<file path="config.mk">
export PLATFORM = sky130hd
export DESIGN_NAME = sorted_timer_event_queue
export DESIGN_NICKNAME = d
export VERILOG_FILES = /design/src/rtl/tseq_pkg.sv /design/src/rtl/tseq_mem.sv /design/src/rtl/tseq_ctrl.sv /design/src/rtl/sorted_timer_event_queue.sv
export SDC_FILE = /design/constraint.sdc
export NUM_CORES = 2
export LEC_CHECK = 0
export BUFFER_PORTS_ARGS = -buffer_cell sky130_fd_sc_hd__buf_4
export CAP_MARGIN = 20
export CORE_MARGIN = 1
export CORE_UTILIZATION = 52
export DETAILED_ROUTE_END_ITERATION = 12
export HOLD_SLACK_MARGIN = 0.12
export PLACE_DENSITY = 0.7
export SETUP_SLACK_MARGIN = 0.4
export SLEW_MARGIN = 20
export SYNTH_ARGS = -nofsm -noshare
export SYNTH_HDL_FRONTEND = slang
export SYNTH_SLANG_ARGS = --single-unit
export TNS_END_PERCENT = 5
</file>
<file path="constraint.sdc">
create_clock -name aclk -period 5.6 [get_ports aclk]
set_input_delay 0.84 -clock aclk [delete_from_list [all_inputs] [get_ports aclk]]
set_output_delay 0.84 -clock aclk [all_outputs]
set_load 0.05 [all_outputs]
</file>
<file path="src/rtl/tseq_pkg.sv">
// Shared types and constants for the sorted timer event queue.
`timescale 1ns / 1ps
package tseq_pkg;
    localparam int ENTRIES = 16;
    localparam int IDX_W   = (ENTRIES > 1) ? $clog2(ENTRIES) : 1;
    localparam int CNT_W   = $clog2(ENTRIES + 1);

    typedef enum logic [1:0] {
        CMD_SET    = 2'd0,
        CMD_CANCEL = 2'd1,
        CMD_TICK   = 2'd2
    } cmd_t;

    typedef enum logic [1:0] {
        ST_OK       = 2'd0,
        ST_FULL     = 2'd1,
        ST_NOTFOUND = 2'd2
    } status_t;

    typedef enum logic [3:0] {
        S_IDLE,
        S_SET_RD,
        S_SET_CMP,
        S_CAN_RD,
        S_CAN_CMP,
        S_SHIFT_RD,
        S_SHIFT_WR,
        S_TICK_CMP,
        S_DONE
    } state_t;

    typedef struct packed {
        logic [31:0] expiry;
        logic [31:0] event_code;
        logic [15:0] handle;
        logic [15:0] owner;
    } entry_t;

    typedef struct packed {
        logic             we;
        logic [IDX_W-1:0] waddr;
        entry_t           wdata;
        logic [IDX_W-1:0] raddr;
    } mem_req_t;

    typedef struct packed {
        logic        valid;
        logic [1:0]  status;
        logic        fired;
        logic [31:0] event_code;
        logic [15:0] handle;
        logic [15:0] owner;
    } result_t;
endpackage

</file>
<file path="src/rtl/tseq_mem.sv">
// Entry memory: one write port and one registered read port.
`timescale 1ns / 1ps
module tseq_mem (
    input  logic                aclk,
    input  tseq_pkg::mem_req_t  req,
    output tseq_pkg::entry_t    rd_data
);
    tseq_pkg::entry_t mem [tseq_pkg::ENTRIES];
    tseq_pkg::entry_t rd_data_reg;

    always_ff @(posedge aclk) begin
        if (req.we) begin
            mem[req.waddr] <= req.wdata;
        end
        rd_data_reg <= mem[req.raddr];
    end

    assign rd_data = rd_data_reg;
endmodule

</file>
<file path="src/rtl/tseq_ctrl.sv">
// Command sequencer: sorted insert, cancel search, tick pop and entry shifting.
`timescale 1ns / 1ps
module tseq_ctrl (
    input  logic                aclk,
    input  logic                aresetn,
    input  logic                s_valid,
    output logic                s_ready,
    input  logic [1:0]          s_cmd,
    input  logic [15:0]         s_handle_in,
    input  logic [31:0]         s_event_in,
    input  logic [15:0]         s_owner_in,
    input  logic [31:0]         s_delay_ms,
    output tseq_pkg::mem_req_t  mem_req,
    input  tseq_pkg::entry_t    rd_data,
    output tseq_pkg::result_t   res,
    input  logic                res_take
);
    tseq_pkg::state_t              state_reg, state_next;
    logic [tseq_pkg::CNT_W-1:0]    idx_reg, idx_next;
    logic [tseq_pkg::CNT_W-1:0]    count_reg, count_next;
    logic [31:0]                   now_reg, now_next;
    tseq_pkg::entry_t              new_reg, new_next;
    tseq_pkg::entry_t              fire_reg, fire_next;
    logic                          fired_reg, fired_next;
    tseq_pkg::status_t             status_reg, status_next;
    logic [tseq_pkg::CNT_W-1:0]    idx_dec, idx_inc;

    always_ff @(posedge aclk) begin
        if (!aresetn) begin
            state_reg  <= tseq_pkg::S_IDLE;
            count_reg  <= '0;
            now_reg    <= '0;
            fired_reg  <= 1'b0;
            status_reg <= tseq_pkg::ST_OK;
        end else begin
            state_reg  <= state_next;
            count_reg  <= count_next;
            now_reg    <= now_next;
            fired_reg  <= fired_next;
            status_reg <= status_next;
        end
        idx_reg  <= idx_next;
        new_reg  <= new_next;
        fire_reg <= fire_next;
    end

    assign idx_dec = idx_reg - 1'b1;
    assign idx_inc = idx_reg + 1'b1;

    always_comb begin
        state_next    = state_reg;
        idx_next      = idx_reg;
        count_next    = count_reg;
        now_next      = now_reg;
        new_next      = new_reg;
        fire_next     = fire_reg;
        fired_next    = fired_reg;
        status_next   = status_reg;
        s_ready       = 1'b0;
        mem_req.we    = 1'b0;
        mem_req.waddr = idx_reg[tseq_pkg::IDX_W-1:0];
        mem_req.wdata = new_reg;
        mem_req.raddr = idx_reg[tseq_pkg::IDX_W-1:0];
        res.valid      = (state_reg == tseq_pkg::S_DONE);
        res.status     = status_reg;
        res.fired      = fired_reg;
        res.event_code = fired_reg ? fire_reg.event_code : 32'd0;
        res.handle     = fired_reg ? fire_reg.handle : 16'd0;
        res.owner      = fired_reg ? fire_reg.owner : 16'd0;

        case (state_reg)
            tseq_pkg::S_IDLE: begin
                s_ready = 1'b1;
                if (s_valid) begin
                    status_next = tseq_pkg::ST_OK;
                    fired_next  = 1'b0;
                    new_next.expiry     = now_reg + s_delay_ms;
                    new_next.event_code = s_event_in;
                    new_next.handle     = s_handle_in;
                    new_next.owner      = s_owner_in;
                    case (s_cmd)
                        tseq_pkg::CMD_SET: begin
                            if (count_reg >= tseq_pkg::CNT_W'(tseq_pkg::ENTRIES)) begin
                                status_next = tseq_pkg::ST_FULL;
                                state_next  = tseq_pkg::S_DONE;
                            end else begin
                                idx_next   = count_reg;
                                state_next = tseq_pkg::S_SET_RD;
                            end
                        end
                        tseq_pkg::CMD_CANCEL: begin
                            idx_next   = '0;
                            state_next = tseq_pkg::S_CAN_RD;
                        end
                        tseq_pkg::CMD_TICK: begin
                            now_next      = now_reg + 32'd1;
                            mem_req.raddr = '0;
                            if (count_reg == '0) begin
                                state_next = tseq_pkg::S_DONE;
                            end else begin
                                state_next = tseq_pkg::S_TICK_CMP;
                            end
                        end
                        default: begin
                            state_next = tseq_pkg::S_DONE;
                        end
                    endcase
                end
            end
            tseq_pkg::S_SET_RD: begin
                if (idx_reg == '0) begin
                    mem_req.we = 1'b1;
                    count_next = count_reg + 1'b1;
                    state_next = tseq_pkg::S_DONE;
                end else begin
                    mem_req.raddr = idx_dec[tseq_pkg::IDX_W-1:0];
                    state_next    = tseq_pkg::S_SET_CMP;
                end
            end
            tseq_pkg::S_SET_CMP: begin
                mem_req.we = 1'b1;
                if (rd_data.expiry > new_reg.expiry) begin
                    mem_req.wdata = rd_data;
                    idx_next      = idx_dec;
                    state_next    = tseq_pkg::S_SET_RD;
                end else begin
                    count_next = count_reg + 1'b1;
                    state_next = tseq_pkg::S_DONE;
                end
            end
            tseq_pkg::S_CAN_RD: begin
                if (idx_reg >= count_reg) begin
                    status_next = tseq_pkg::ST_NOTFOUND;
                    state_next  = tseq_pkg::S_DONE;
                end else begin
                    state_next = tseq_pkg::S_CAN_CMP;
                end
            end
            tseq_pkg::S_CAN_CMP: begin
                if (rd_data.event_code == new_reg.event_code &&
                    rd_data.owner == new_reg.owner) begin
                    state_next = tseq_pkg::S_SHIFT_RD;
                end else begin
                    idx_next   = idx_inc;
                    state_next = tseq_pkg::S_CAN_RD;
                end
            end
            tseq_pkg::S_SHIFT_RD: begin
                if (idx_inc >= count_reg) begin
                    count_next = count_reg - 1'b1;
                    state_next = tseq_pkg::S_DONE;
                end else begin
                    mem_req.raddr = idx_inc[tseq_pkg::IDX_W-1:0];
                    state_next    = tseq_pkg::S_SHIFT_WR;
                end
            end
            tseq_pkg::S_SHIFT_WR: begin
                mem_req.we    = 1'b1;
                mem_req.wdata = rd_data;
                idx_next      = idx_inc;
                state_next    = tseq_pkg::S_SHIFT_RD;
            end
            tseq_pkg::S_TICK_CMP: begin
                if (rd_data.expiry <= now_reg) begin
                    fired_next = 1'b1;
                    fire_next  = rd_data;
                    idx_next   = '0;
                    state_next = tseq_pkg::S_SHIFT_RD;
                end else begin
                    state_next = tseq_pkg::S_DONE;
                end
            end
            tseq_pkg::S_DONE: begin
                if (res_take) begin
                    state_next = tseq_pkg::S_IDLE;
                end
            end
            default: begin
                state_next = tseq_pkg::S_IDLE;
            end
        endcase
    end
endmodule

</file>
<file path="src/rtl/sorted_timer_event_queue.sv">
// Top level of the sorted timer event queue: sequencer, entry memory, result register.
// The queue holds up to 16 timers sorted by expiry in a memory with one write port and
// one registered read port, and every request returns one result. A request is taken
// only while the sequencer is idle, but a finished result may still wait in the output
// register. Each memory step of a walk reads an entry and then compares or writes it;
// a tick shifts the table only when the head fires, a set moves up the entries with a
// later expiry, and a cancel searches for the match and then shifts the later timers
// down. After reset no clearing pass is needed.
`timescale 1ns / 1ps
module sorted_timer_event_queue (
    input  logic        aclk,
    input  logic        aresetn,
    input  logic        s_valid,
    output logic        s_ready,
    input  logic [1:0]  s_cmd,
    input  logic [15:0] s_handle_in,
    input  logic [31:0] s_event_in,
    input  logic [15:0] s_owner_in,
    input  logic [31:0] s_delay_ms,
    output logic        m_valid,
    input  logic        m_ready,
    output logic [1:0]  m_status,
    output logic        m_fired,
    output logic [31:0] m_fired_event,
    output logic [15:0] m_fired_handle,
    output logic [15:0] m_fired_owner
);
    tseq_pkg::mem_req_t mem_req;
    tseq_pkg::entry_t   rd_data;
    tseq_pkg::result_t  res;
    tseq_pkg::result_t  out_reg;
    logic               res_take;

    assign res_take = !out_reg.valid || m_ready;

    tseq_ctrl u_ctrl (
        .aclk        (aclk),
        .aresetn     (aresetn),
        .s_valid     (s_valid),
        .s_ready     (s_ready),
        .s_cmd       (s_cmd),
        .s_handle_in (s_handle_in),
        .s_event_in  (s_event_in),
        .s_owner_in  (s_owner_in),
        .s_delay_ms  (s_delay_ms),
        .mem_req     (mem_req),
        .rd_data     (rd_data),
        .res         (res),
        .res_take    (res_take)
    );

    tseq_mem u_mem (
        .aclk    (aclk),
        .req     (mem_req),
        .rd_data (rd_data)
    );

    always_ff @(posedge aclk) begin
        if (!aresetn) begin
            out_reg.valid <= 1'b0;
        end else if (res_take) begin
            out_reg.valid <= res.valid;
        end
        if (res_take && res.valid) begin
            out_reg.status     <= res.status;
            out_reg.fired      <= res.fired;
            out_reg.event_code <= res.event_code;
            out_reg.handle     <= res.handle;
            out_reg.owner      <= res.owner;
        end
    end

    assign m_valid        = out_reg.valid;
    assign m_status       = out_reg.status;
    assign m_fired        = out_reg.fired;
    assign m_fired_event  = out_reg.event_code;
    assign m_fired_handle = out_reg.handle;
    assign m_fired_owner  = out_reg.owner;
endmodule

</file>
Yosys cells after proc, flatten, opt, wreduce, memory -nomap -nowiden
Memories as Yosys holds them, arrays and structs flattened. A register that Yosys moved wholly into a read port is not among the register bits.
Index checks and enable logic that the tools add are counted.
{"block": "totals", "regBits": 277, "memories": 1, "out_inout_bits": 69, "in_bits": 102, "ram_bits": 1536, "elab_cells": 118}
{"block": "op_classes", "n_lt_le_gt_ge": 5, "addsub": 6, "n_reduce_logical": 21, "eq_ne": 23, "n_mux": 43}
{"memory": "u_mem.mem", "words": 16, "word_bits": 96, "read_ports": 1, "rd_clocked_by_memory_dff": 1, "wr": 1, "line_no": "tseq_mem.sv:8", "rtl": "tseq_pkg::entry_t mem [tseq_pkg::ENTRIES];"}
{"op": "$pmux 96 s2", "count": 1}
{"op": "$mux 96", "count": 1}
{"op": "$mux 4", "count": 13}
{"op": "$mux 5", "count": 8}
{"op": "$pmux 4 s9", "count": 1}
{"op": "$add 32x1->32 const B", "count": 1}
{"op": "$add 32x32->32", "count": 1}
{"op": "$eq 32x32->1", "count": 1}
{"op": "$gt 32x32->1", "count": 1}
{"op": "$le 32x32->1", "count": 1}
{"op": "$pmux 5 s5", "count": 1}
{"op": "$pmux 4 s3", "count": 2}
{"op": "$eq 16x16->1", "count": 1}
{"op": "$eq 4x3->1 const B", "count": 4}
{"op": "$pmux 5 s3", "count": 1}
{"op": "$ne 2x1->1 const B", "count": 6}
{"op": "$add 5x1->5 const B", "count": 2}
{"op": "$ge 5x5->1", "count": 2}
{"op": "$logic_not 5->1", "count": 2}
{"op": "$pmux 5 s2", "count": 1}
{"op": "$sub 5x1->5 const B", "count": 2}
{"op": "$reduce_and 3->1", "count": 3}
{"op": "$eq 4x2->1 const B", "count": 2}
{"op": "$mux 1", "count": 7}
{"op": "other kinds (23)", "count": 33}

Depth between registers and ports, before layout
{"block": "logic_depth", "ltp_word": 5, "mapped_depth": 17, "mapped_depth_nobuf": 13}

By module
From an unflattened synthesis, not the netlist that was laid out.
{"block": "hier_totals", "hier_cells": 3783, "hier_area_um2": 74555.3}
{"module": "tseq_mem", "seq_area_each_um2": 48046.1, "cells_each": 2460, "instances": 1, "area_per_inst_um2": 59355.7}
{"module": "tseq_ctrl", "seq_area_each_um2": 5835.6, "cells_each": 1251, "instances": 1, "area_per_inst_um2": 13130.1}
{"module": "sorted_timer_event_queue", "seq_area_each_um2": 2031.9, "cells_each": 72, "instances": 1, "area_per_inst_um2": 2069.5}

Least setup slack after synthesis
No wires, ideal clock.
{"block": "synth_timing", "path_type": "register to register", "start": "register u_ctrl.idx_reg[0] (netlist bit)", "end": "memory u_mem.mem[0][0] (netlist bit), enable pin", "path_slack_ns": 0.883, "n_path_buf": 1, "stages_incl_launch_ff": 8, "required_time_ns": 5.135, "setup_ns": 0.465, "synth_period_minus_slack_ns": 4.717, "arrival_time_ns": 4.252, "cell_sequence": "edfxtp_1 > inv_1 > ha_1 > buf_2 > or4b_4 > or2_1 > a21boi_0 > and2_1"}
{"block": "synth_between", "elab_chain_cells": 5}
{"item": "start: declaration", "line_no": "tseq_ctrl.sv:19", "rtl": "logic [tseq_pkg::CNT_W-1:0] idx_reg, idx_next;"}
{"item": "start signal: assignment", "line_no": "tseq_ctrl.sv:42", "rtl": "idx_reg <= idx_next;"}
{"item": "$logic_not 5->1", "line_no": "tseq_ctrl.sv:111", "rtl": "if (idx_reg == '0) begin"}
{"item": "$mux 1", "line_no": "tseq_ctrl.sv:111"}
{"item": "$pmux 1 s2", "line_no": "tseq_ctrl.sv:71", "rtl": "case (state_reg)"}
{"item": "$mux 1", "line_no": "tseq_mem.sv:12", "rtl": "if (req.we) begin"}
{"item": "$mux 1 (implied by the code)", "line_no": "tseq_mem.sv:13", "rtl": "mem[req.waddr] <= req.wdata;"}
{"item": "end: declaration", "line_no": "tseq_mem.sv:8"}
Several ways; a longest one is shown, not always the timed one.

Worst setup path in the final report
{"block": "layout_timing", "start": "register u_ctrl.idx_reg[0] (netlist bit)", "end": "register u_mem.rd_data[90] (netlist name)"}
{"block": "layout_between", "elab_chain_cells": 4, "elab_cells_between_ends": 9, "classes_between": "2 x add/sub; 1 x order compare; 5 x mux; 1 x reduce/logical"}
{"item": "$add 5x1->5", "line_no": "tseq_ctrl.sv:48", "rtl": "assign idx_inc = idx_reg + 1'b1;"}
{"item": "$ge 5x5->1", "line_no": "tseq_ctrl.sv:149", "rtl": "if (idx_inc >= count_reg) begin"}
{"item": "$mux 4", "line_no": "tseq_ctrl.sv:149"}
{"item": "$pmux 4 s3 *", "line_no": "tseq_ctrl.sv:71"}
Every way passes the cells marked *; elsewhere a longest branch is shown, timed or not.
A chain may end at the register's enable or synchronous reset.

==> metrics.cfg <==
[status]
outcome = complete, no violations

[detailed_routing]
wl_per_cell_um = 24.9
drt_iter0_markers = 4692
vias_per_cell = 6.02
wl_um = 188000
vias = 45500
dr.pass1.iters = 6
drc = 0
ant_nets = 0

[critical_path]
slowest_stage = edfxtp_1
r2r_start = u_ctrl.idx_reg[0]$_DFFE_PP_
cp-end-kind = flop
critical_path.max_stage_delay_ns = 0.63
startpoint = u_ctrl.idx_reg[0]$_DFFE_PP_
path_cells = ha_1 -> nand3_1 -> xnor2_1 -> ha_1 -> a21oi_1 -> o21ai_1 -> a211oi_2 -> o211ai_1 -> a221oi_2 -> nand2b_4 -> buf_4 -> o22ai_1 -> nor3_2
required_ns = 6.27
r2r_end = u_mem.rd_data[90]$_DFF_P_
crit_fanout = 24
endpoint = u_mem.rd_data[90]$_DFF_P_
cp_common_cell = ha_1
crit_type = flop to flop
reg2reg_setup_slack_ns = 0.79
arrival_ns = 5.48
worst_setup_path_start_kind = flop
r2r_cells = 13

[logic_synthesis]
ys_ff_latch = 1909
synth_common_cells = edfxtp_1, nand2_1, nor2b_1, a211oi_1, a31oi_1
synthTopCellsByArea = edfxtp_1, nand2_1, dfxtp_1
synth_ff_type = edfxtp_1
postSynthAreaPerCell_um2 = 14.5
synthArstFlopShare_pct = 0
synthMostInstantiatedCell = edfxtp_1
ys_warn_count = 0
netlist.area_leader.share_pct = 68.7
synth.distinct_cells = 81
synth_edf_count = 1768
synth_top_cell_by_area = edfxtp_1
syn-num-nets = 5544
yosysSeqAreaShare_pct = 72.4
netlist_area_um2 = 77200
synthCells = 5326

[finish]
final_cells = 7552
largest_reg_flops = 1536
multi_input_area_um2 = 19500
area_growth_pct = 12.1
seq_area_um2 = 55900
fillers = 11100
fin_util_pct = 58.7
layout-drive-gt1-share_pct = 13.2
final_area_um2 = 86600
final_nets = 5680

[grt]
grt_max_degree = 185
grt_pass1_wl_um = 276000
grt_pass1_vias = 43500
grt_usage_pct = 24.7
grt_antenna_before_repair = 3
overflow = 0

[clock_tree]
post-cts-setup-buffers = 0
cts_made_buffers = 188
htreeDepth = 4
cts-root-buf = clkbuf_16
ctsResizeCount = 0
cts_tree = built
cts.hold.buffers_added = 0
worstSkewPairLatency_ns = 0.82
clock-sinks = 1909
clockBufferDepth = 3
path_clk_slew_ns = 0.06

[run]
timing.max_cap.violations = 0

[sta]
rsz0062_at_grt = no
finalWorstSetupSlack_ns = 0.792
fin_crit_sh_pct = 85.9
period_needed_ns = 4.81
slew-limit-headroom_pct = 23.1
slew_violations = 0
hold_viol_final = 0
max_freq_ghz = 0.208
fin_hold_ws_ns = 0.206
tightest_slew_ns = 1.15
finalSetupViolCount = 0
finalClockSkew_ns = 0.0392
tns_ns = 0

[floorplan]
io_pins = 171
row_count = 141
fp.coreArea_um2 = 147000
die_w_um = 387
start_util_pct = 52.4
die_area_um2 = 150000
die_y_um = 387

[placed_design]
place_ws_ns = 0.893
dpl.hpwl_um = 98900
post-place-cells = 7202
gp_congestion = 0.803
port_buffers = 170
placement.cell_area_um2 = 80700

[worst_hold_path]
hold_path_class = primary input to flop

[pwr]
power_density_nw_per_um2 = 522
power.total_mw = 45.2
leakage_nw = 29.1
peakVddDrop_mv = 0.567

worst min-delay path by stage:
| stage | depth (start not counted) | endpoint | start |
|---|---|---|---|
| finish | 1 | u_ctrl.new_reg[51]$_DFFE_PP_ | s_event_in[19] |
| global route | 1 | u_ctrl.new_reg[31]$_DFFE_PP_ | s_handle_in[15] |
| CTS | 1 | u_ctrl.new_reg[51]$_DFFE_PP_ | s_event_in[19] |
| detailed placement | 0 | m_status[0]$_DFFE_PP_ | u_ctrl.status_reg[0]$_SDFFE_PN0P_ |
| global placement | 0 | m_status[0]$_DFFE_PP_ | u_ctrl.status_reg[0]$_SDFFE_PN0P_ |
| floorplan | 0 | u_ctrl.fire_reg[16]$_DFFE_PP_ | u_mem.rd_data[16]$_DFF_P_ |
critical path: cells and delay by family, from the launching register on:
| family | cells | cell delay [ns] |
|---|---|---|
| buffers and inverters | 1 | 0.53 |
| adders and majority gates | 2 | 0.63 |
| AOI/OAI and AO/OA | 6 | 1.66 |
| xor gates and xnor gates | 1 | 0.25 |
| and+or+nand+nor | 3 | 0.93 |
| DFF | 1 | 0.63 |
layout by cell type (no fill, tap or decap), types with 20 or more instances in the layout:
cell and instances:
clkbuf_16 192, dfxtp_1 140, and2_1 80, a21o_1 26
nor3_1 34, nor4_1 20, nor2b_1 302, a211oi_1 295
buf_4 204, xor2_1 59, nand2_1 835, a32o_1 95
mux2i_1 100, xnor2_1 48, o21ai_0 40, clkinv_1 35
nor3_2 83, a31oi_1 290, edfxtp_1 1768, o22ai_1 95
a21oi_1 59, ha_1 114, buf_12 48, mux2_2 96
nand4_1 23, clkinv_2 34, clkbuf_1 55, nand3_1 25
nor2_1 151, inv_1 82
logic make-up (layout without fill, tap and decap cells):
family	after synthesis	in the layout	share of synthesized area, %
adder cells (fa/ha/maj)	117	117	1.91
multiplexers	196	196	2.70
XOR/XNOR	107	107	1.21
other	0	1	0
AND/OR/NAND/NOR	1625	1625	10.3
buffers and inverters	394	689	2.45
flip-flops	1909	1909	72.4
AO/OA/AOI/OAI	978	978	8.97
area by class of cell:
class / instances / share of cell area, %
Clock inverter: 91 / 0.808
Multi-Input combinational cell: 3023 / 22.6
Sequential cell: 1909 / 64.6
Inverter: 88 / 0.387
Tap cell: 1930 / 2.79
Antenna cell: 1 / 0.00289
Timing Repair Buffer: 252 / 2.88
Clock buffer: 258 / 5.96
routing by layer:
metal  routed length (um)  global-route usage [%]  vias up
li1                     -                       -    20500
met1                77200                    33.7    22900
met2                89500                    39.9     1776
met3                14800                    4.42      352
met4                 6340                    8.99        2
met5                   14                       0        -
power by group:
part           internal (mW)  switching [mW]
Combinational           4.61            9.70
Clock                   6.81            5.22
Sequential              18.0           0.858
Total                   29.4            15.8
Power figures use the tool's default switching activity.
